[src/sv/bei_pkg.sv]
// Shared types, constants and codes for the breakpoint envelope interpolator.
`timescale 1ns / 1ps

package bei_pkg;

	localparam int MAX_POINTS = 256;
	localparam int PTR_W      = $clog2(MAX_POINTS);
	localparam int CNT_W      = $clog2(MAX_POINTS + 1);
	localparam int TIME_W     = 31;
	localparam int LEVEL_W    = 8;
	localparam int OUT_W      = 16;
	localparam int FRAC_W     = 16;
	localparam int FCNT_W     = $clog2(FRAC_W + 1);
	localparam int PROD_W     = LEVEL_W + FRAC_W + 2;

	localparam logic [1:0] OP_CLEAR  = 2'd0;
	localparam logic [1:0] OP_APPEND = 2'd1;
	localparam logic [1:0] OP_EVAL   = 2'd2;

	localparam logic [1:0] ST_OK    = 2'd0;
	localparam logic [1:0] ST_FULL  = 2'd1;
	localparam logic [1:0] ST_EMPTY = 2'd2;
	localparam logic [1:0] ST_CLAMP = 2'd3;

	typedef struct packed {
		logic [1:0]         operation;
		logic [TIME_W-1:0]  delta_time;
		logic [LEVEL_W-1:0] point_level;
		logic [TIME_W-1:0]  sample_time;
	} cmd_word_t;

	typedef struct packed {
		logic [OUT_W-1:0] level_out;
		logic [1:0]       status;
	} res_word_t;

	typedef struct packed {
		logic [TIME_W-1:0]  ptime;
		logic [LEVEL_W-1:0] plevel;
	} entry_t;

	typedef struct packed {
		logic             en;
		logic [PTR_W-1:0] addr;
		entry_t           data;
	} tbl_wr_t;

	typedef struct packed {
		logic              start;
		logic [TIME_W-1:0] num;
		logic [TIME_W-1:0] den;
	} div_req_t;

	typedef struct packed {
		logic              done;
		logic [FRAC_W-1:0] quot;
	} div_rsp_t;

endpackage

[src/sv/bei_div.sv]
// Restoring divider giving a 16-bit fraction, one quotient bit per cycle.
`timescale 1ns / 1ps

module bei_div (
	input  logic              clk,
	input  logic              arst_n,
	input  bei_pkg::div_req_t req,
	output bei_pkg::div_rsp_t rsp
);
	import bei_pkg::*;

	logic [TIME_W:0]   rem_q;
	logic [TIME_W-1:0] den_q;
	logic [FRAC_W-1:0] quot_q;
	logic [FCNT_W-1:0] cnt_q;
	logic              run_q;
	logic              done_q;
	logic [TIME_W:0]   rem_sh;
	logic              fits;

	// The numerator is always below the divisor, so the remainder stays
	// within 31 bits and its doubled form within 32.
	assign rem_sh = {rem_q[TIME_W-1:0], 1'b0};
	assign fits   = rem_sh >= {1'b0, den_q};

	always_ff @(posedge clk or negedge arst_n) begin
		if (!arst_n) begin
			run_q  <= 1'b0;
			done_q <= 1'b0;
			cnt_q  <= '0;
		end else begin
			done_q <= run_q && !req.start && (cnt_q == FCNT_W'(1));
			if (req.start) begin
				run_q <= 1'b1;
				cnt_q <= FCNT_W'(FRAC_W);
			end else if (run_q) begin
				cnt_q <= cnt_q - 1'b1;
				if (cnt_q == FCNT_W'(1)) begin
					run_q <= 1'b0;
				end
			end
		end
	end

	always_ff @(posedge clk) begin
		if (req.start) begin
			rem_q  <= {1'b0, req.num};
			den_q  <= req.den;
			quot_q <= '0;
		end else if (run_q) begin
			rem_q  <= fits ? (rem_sh - {1'b0, den_q}) : rem_sh;
			quot_q <= {quot_q[FRAC_W-2:0], fits};
		end
	end

	assign rsp.done = done_q;
	assign rsp.quot = quot_q;

endmodule

[config.mk]
export PLATFORM = sky130hd
export DESIGN_NAME = bei_div
export DESIGN_NICKNAME = d
export VERILOG_FILES = /design/src/sv/bei_pkg.sv /design/src/sv/bei_div.sv
export SDC_FILE = /design/constraint.sdc
export NUM_CORES = 1
export LEC_CHECK = 0
export BUFFER_PORTS_ARGS = -buffer_cell sky130_fd_sc_hd__clkbuf_2
export CAP_MARGIN = 20
export CORE_MARGIN = 5
export CORE_UTILIZATION = 30
export DETAILED_ROUTE_END_ITERATION = 6
export PLACE_DENSITY_LB_ADDON = 0.05
export SYNTH_ARGS = -nofsm -noshare
export SYNTH_HDL_FRONTEND = slang
export SYNTH_SLANG_ARGS = --single-unit
export TNS_END_PERCENT = 20
[constraint.sdc]
create_clock -name clk -period 2.86 [get_ports clk]
set_input_delay 0.143 -clock clk [delete_from_list [all_inputs] [get_ports clk]]
set_output_delay 0.143 -clock clk [all_outputs]
set_load 0.05 [all_outputs]
Word-level counts from Yosys, hierarchy flattened. Index checks and enable logic that the tools add are counted.

Add/subtract/negate cells: 2. $lt $le $gt $ge: 1. Equal/unequal tests: 1. Mux-type cells: 8. Reduce and logical (&&, ||, !) cells: 4.

Operator list (count): $mux 31 (3); $ge 32x31->1 (1); $sub 31x31->31 (1); $mux 5 (2); $eq 5x1->1 const B (1); $sub 5x1->5 const B (1); $mux 1 (3); $logic_and 1x1->1 (2); $reduce_bool 2->1 (1); $logic_not 1->1 (1).

Bits in registers: 85. Bits of input ports: 65. Output and inout port bits: 17. Logic and storage cells: 22.

Depth between registers and ports, before layout. Gate-level depths: netlist (run 1).

Depth after elaboration: 4. Mapped depth: 14. Depth with buffers taken out: 10.

Worst setup path before layout (run 1). No wires, ideal clock.

Path kind: flip-flop to flip-flop. Start: register rem_q[0]. End: register rem_q[3] (data pin). Setup time: 0.260 ns. Arrival time: 2.594 ns. Data required time: 2.600 ns. Path slack: 0.006 ns. Cell stages (with the launch flop): 11. Buffers on the path: 1. Period minus slack after synthesis: 2.854 ns. Path through: edfxtp_1 -> fa_1 -> a211oi_1 -> o21bai_1 -> a21oi_1 -> nand2b_1 -> nand4_2 -> a21o_1 -> buf_6 -> mux2_4 -> mux2_2.

Cells in the longest elaborated chain, start to end: 4. Elaborated cells between the ends (all ways): 5. Classes of those cells: 1 x add/sub; 1 x order compare; 3 x mux.

RTL lines: start: declaration (line bei_div.sv:12) `logic [TIME_W:0] rem_q;`; start signal: assignment (line bei_div.sv:47) `rem_q <= {1'b0, req.num};`; start signal: assignment (line bei_div.sv:51) `rem_q <= fits ? (rem_sh - {1'b0, den_q}) : rem_sh;`; $sub 31x31->31 or $ge 32x31->1 (tied branches) (line bei_div.sv:51, bei_div.sv:24); $mux 31 (*) (line bei_div.sv:51); $mux 31 (*) (line bei_div.sv:50) `end else if (run_q) begin`; $mux 31 (*) (line bei_div.sv:46) `if (req.start) begin`.

Mark *: on every way between the ends. The rest lies on a longest branch, timed or not. The select of a mux whose other input is x is not followed. A chain may end at the register's enable or synchronous reset.

Worst setup path in the final report (run 1).
Start: register rem_q[16]. End: register rem_q[18] (data pin).

Same word-level chain as after synthesis.

==> results of run 1 <==
==> metal layers <==
metal  vias up  GRT usage, %
li1       2343             -
met1      2232          20.4
met2        75          23.8
met3        12          3.03
met4         0          3.87
met5         -             0
==> worst max-delay path, cell delays in order, from the launching register on <==
cell and delay [ps]:
edfxtp_1 430, ha_4 290, a21o_1 140, a211oi_2 80, nor2_2 190, o41ai_4 80, buf_6 150, a211oi_4 300
a21oi_4 110, buf_6 180, or4_4 550, a2bb2oi_1 150
==> stage by stage <==
stage	TNS, ps	instance area [um^2]	std cells	utilization (%)
after detailed placement	-5970	6620	903	38.0
final	0	7680	961	44.1
after global placement	-4990	6620	903	38.0
after floorplan	0	5350	527	-
after global routing	-771	7680	961	44.1
after CTS	-3.30	7440	958	42.7
==> state kept, by name, summed over array words and instances, names as in the netlist <==
signal,flops
done_q,1
rem_q,31
quot_q,16
run_q,1
cnt_q,5
den_q,31
==> logic make-up (layout without fill, tap and decap cells) <==
group                      count (synthesis)  in the layout  synth area share [%]
AOI/OAI and AO/OA                        136            136                  17.7
xor gates and xnor gates                  25             25                  4.09
adders and majority gates                 34             34                  8.09
buffers and inverters                     63            272                  5.35
DFF                                       85             85                  44.0
muxes                                     30             30                  6.31
and+or+nand+nor                          154            154                  14.4
==> worst paths after layout <==
kind | from | endpoint | slack [ps] | cells past startpoint
setup / recovery | rem_q[16] | rem_q[18] | 40 | 11
hold / removal | req[31] | rem_q[0] | 80 | 3
setup reg to reg | rem_q[16] | rem_q[18] | 40 | 11
hold reg to reg | quot_q[15] | quot_q[15] | 510 | 2
max in group asynchronous | arst_n | cnt_q[2] | 2530 | 2
min in group asynchronous | arst_n | cnt_q[4] | 160 | 2
==> layout by cell type (no fill, tap or decap), types with 10 or more instances in the layout <==
cell type      synthesis  layout
a21o_1                23      22
edfxtp_1              62      62
xor2_1                10      10
clkbuf_2               1      80
xnor2_1               15      15
ha_1                  33      24
buf_4                  3     100
dfxtp_1               16      16
mux2i_1               18      18
a21oi_1               33      26
o21ai_0               17      14
nor2_1                49      47
nand2_1               43      42
inv_1                 36      34
dlygate4sd3_1          0      32
==> cell type report <==
type,instances,area [um^2],share of cell area (%)
Inverter,36,135,1.76
Multi-Input combinational cell,379,3040,39.6
Clock buffer,9,225,2.93
Timing Repair Buffer,220,1560,20.3
Sequential cell,85,2360,30.7
Tap cell,225,282,3.67
Clock inverter,7,76.3,0.994
==> power by group through the flow <==
stage / logic (mW) / clock network, mW / registers (mW)
6_report: 4.85 / 1.21 / 1.93
4_1_cts: 4.56 / 1.25 / 1.92
2_1_floorplan: 2.69 / 0 / 1.90
3_5_place_dp: 4.24 / 0 / 1.93
5_1_grt: 5.34 / 1.30 / 1.97
3_3_place_gp: 4.23 / 0 / 1.93
==> repair_timing <==
item	4_1_cts	5_1_grt
resized for setup	29	40
hold endpoints to repair	38	0
endpoints found under the setup margin	32	27
pin swaps	10	22
setup buffers	7	4
hold buffers	32	0
==> impl_metrics.yaml, run 1 <==
outcome:
  status: "finished, final reports clean"
placement:
  place_ws_ps: -304
  port_buffers: 81
  dp_hpwl_mm: 11.2
  globalplace.congestion: 0.819
yosys:
  synth_area_leader_cell: "edfxtp_1"
  synth_nets: 626
  syn_avg_cell_area_um2: 10.2
  syn_area_um2: 5350
  ys_warn_count: 0
  synth_cell_types: 65
  synth_common_cells: "edfxtp_1 (62), nor2_1 (49), nand2_1 (43), inv_1 (36)"
  yosys.cell_count.top_type: "edfxtp_1"
  synth_edf_count: 62
  ys_async_sr_fraction_pct: 8.24
  ys_seq_elements: 85
  ys.flop_type: "edfxtp_1"
  syn_inst: 527
  synth_area_leaders: "edfxtp_1 (35%), ha_1 (7.7%), dfxtp_1 (6.0%)"
  yosysSeqAreaShare_pct: 44.0
  synth_top_area_share_pct: 34.8
grt:
  grt_pass1_vias: 4876
  grt_max_degree: 45
  overflow: 0
  grt_pass1_wl_mm: 24.3
  grt_use_total_pct: 14.8
  antenna_found_initial: 0
finish:
  nFillCells: 1750
  fin_nets: 830
  antenna_cells: 0
  drive_above_1_share_pct: 37.2
  syn_to_final_growth_pct: 43.4
routing:
  vias: 4662
  drc: 0
  drt-met1-wl_mm: 7.28
  top_layer_used: "met4"
  totalWireLength_mm: 14.9
  wl_met2_mm: 6.95
  wl_met3_um: 558
  avgRoutedWirePerCell_um: 15.5
  first_iter_violations: 172
  first_pass_iters: 5
  ant_nets: 0
  via_per_inst: 4.85
timing:
  final-setup-viol-count: 0
  min_period_over_period_pct: 98.5
  worst_pin_slew_ps: 615
  rsz0062_at_grt: "yes"
  fin_skew_ps: 11.0
  slew_headroom_pct: 59.0
  post-route-min-period_ps: 2820
  final.setup.worst_slack_ps: 42.2
  hold_violations: 0
  timing.hold.ws_ps: 81.6
  finalMaxSlewViolations: 0
  max_clock_freq_mhz: 355
clock_network:
  clkTransAtPathRegs_ps: 70
  cts.sinks: 85
  htree_levels: 3
  clockRootBuffer: "clkbuf_16"
  cts_tree: "done"
  clk_latency_ps: 360
  cts_buffer_depth: 2
  cts_made_buffers: 9
hold_path:
  min_path_type: "in -> reg"
power_and_ir_drop:
  switching_power_mw: 3.12
  vdd_drop_max_uv: 390
  pwr-share-clk_pct: 15.1
  p_total_mw: 7.98
  share_comb_of_total_power_pct: 60.8
  intPower_mw: 4.87
  p_sw_share_pct: 39.0
  powerDensity_nw_per_um2: 1040
  leakagePower_nw: 3.51
  seq_power_share_pct: 24.1
setup_path:
  critical_path.max_fanout: 14
  cp.required_ps: 3070
  path_class: "reg -> reg"
  end_kind: "flip-flop"
  cp.arrival_ps: 3020
  start_kind: "flip-flop"
die:
  die_w_um: 144
  die_h_um: 144
  die_area_um2: 20600
  start_util_pct: 30.7
  rows: 48
  boundaryPins: 82
  core_region_area_um2: 17400
job:
  maxCapViolCount: 0
No activity file was read; power rests on OpenSTA's default activity.
==> run 2: changes to the inputs <==
--- a/config.mk
+++ b/config.mk
@@ -9,9 +9,10 @@
 export CAP_MARGIN = 20
 export CORE_MARGIN = 5
 export CORE_UTILIZATION = 30
+export CTS_BUF_LIST = sky130_fd_sc_hd__clkbuf_4
 export DETAILED_ROUTE_END_ITERATION = 6
 export PLACE_DENSITY_LB_ADDON = 0.05
 export SYNTH_ARGS = -nofsm -noshare
 export SYNTH_HDL_FRONTEND = slang
 export SYNTH_SLANG_ARGS = --single-unit
-export TNS_END_PERCENT = 20
+export TNS_END_PERCENT = 5
==> run 2 against run 1 <==
The run now ends with setup timing left; first-iteration DRC count fell by 8.1%; sequential cell count did not move; global-route usage rose by 0.12 points; critical path type unchanged.
==> impl_metrics.yaml, run 2 (synthesis gave the netlist of run 1 again) <==
finish:
  finalNonFillerCells: 992
  final_cell_mix: "buf_4 (103), clkbuf_2 (80), edfxtp_1 (62)"
  top_regs: "den_q: 31 flops, rem_q: 31 flops, quot_q: 16 flops"
  fin_util_pct: 44.4
  fin_nets: 859
  syn_to_final_growth_pct: 44.5
  final_cell_area_um2: 7740
  drive_above_1_share_pct: 35.2
  final_common_cell: "buf_4"
timing:
  timing.hold.ws_ps: 55.8
  final-setup-viol-count: 4
  rsz0062_at_grt: "yes"
  final.setup.worst_slack_ps: -31.6
  min_period_over_period_pct: 101
  hold_violations: 0
  worst_pin_slew_ps: 609
  tns_ps: -50.2
  finalMaxSlewViolations: 0
  post-route-min-period_ps: 2890
  fin_skew_ps: 40.1
  slew_headroom_pct: 59.4
  max_clock_freq_mhz: 346
die:
  die_area_um2: 20600
  die_w_um: 144
  boundaryPins: 82
  die_h_um: 144
  rows: 48
  start_util_pct: 30.7
  core_region_area_um2: 17400
setup_path:
  end_kind: "flip-flop"
  crit_chain: "ha_4, buf_4, buf_4, nand3_4, or3_4, a211oi_4, a21oi_4, buf_12, or4_4, a2bb2oi_2"
  cp_common_cell: "buf_4"
  slowest_delay_ps: 550
  critical_path.max_fanout: 14
  start_kind: "flip-flop"
  cp.arrival_ps: 3240
  crit_buf_inv: 3
  cp.required_ps: 3210
  crit_family: "simple AND/OR/NAND/NOR gates"
  cpMaxStageDelayCell: "or4_4"
  path_class: "reg -> reg"
power_and_ir_drop:
  p_total_mw: 7.47
  powerDensity_nw_per_um2: 965
  leakagePower_nw: 3.55
  vdd_drop_max_uv: 374
grt:
  antenna_found_initial: 1
  grt_use_total_pct: 14.9
  grt_pass1_wl_mm: 24.5
  overflow: 0
  grt_pass1_vias: 4924
  grt_max_degree: 45
routing:
  avgRoutedWirePerCell_um: 15.0
  ant_nets: 0
  vias: 4778
  drc: 0
  first_iter_violations: 158
  totalWireLength_mm: 14.9
  first_pass_iters: 4
  via_per_inst: 4.82
placement:
  place_ws_ps: -304
  dp_cells: 903
  dpl_cell_area_um2: 6620
  globalplace.congestion: 0.819
  dp_hpwl_mm: 11.2
  port_buffers: 81
clock_network:
  cts.sinks: 85
  clockRootBuffer: "clkbuf_4"
  cts_made_buffers: 9
  cts_buffer_depth: 2
  htree_levels: 3
  cts_tree: "done"
  clk_latency_ps: 510
  clkTransAtPathRegs_ps: 170
hold_path:
  min_path_type: "in -> reg"
outcome:
  violations: "setup timing"
  status: "finished, violations left"
job:
  maxCapViolCount: 0
[run 2: repair_timing]
item                                    CTS  global route
hold buffers                             60             0
hold endpoints to repair                 65             0
gates resized for setup                  28            31
pin swaps                                10            21
buffers inserted                          6             5
endpoints found under the setup margin   32            28
[run 2: where the power goes]
part | switching (mW) | total [mW] | internal [mW]
clock network | 0.541 | 0.751 | 0.210
registers | 0.203 | 1.91 | 1.71
logic | 2.28 | 4.81 | 2.52
[run 2: tightest hold or removal path: cells and delay by family]
kind,cells,cell delay [ps]
AO/OA/AOI/OAI,2,200
buffers and inverters,1,70
[run 2: layout make-up]
cell class / count / area [um^2]
Sequential cell: 85 / 2360
Multi-Input combinational cell: 379 / 2970
Clock buffer: 9 / 67.6
Clock inverter: 7 / 76.3
Timing Repair Buffer: 249 / 1850
Inverter: 36 / 135
Fill cell: 1756 / 9680
Antenna cell: 2 / 5.00
Tap cell: 225 / 282
[run 2: layer usage]
layer  GRT usage [%]  wire, um
met5               0         0
met4            3.42       172
met3            3.23       594
met2            24.2      6840
met1            20.5      7320
[run 2: worst paths after layout]
path / startpoint / to / slack, ps / cells after the start
setup / recovery: rem_q[16] / rem_q[18] / -30 / 10
hold / removal: req[51] / rem_q[20] / 60 / 3
setup reg to reg: rem_q[16] / rem_q[18] / -30 / 10
hold reg to reg: quot_q[15] / quot_q[15] / 520 / 2
max in group asynchronous: arst_n / cnt_q[0] / 2030 / 3
min in group asynchronous: arst_n / cnt_q[2] / 590 / 3
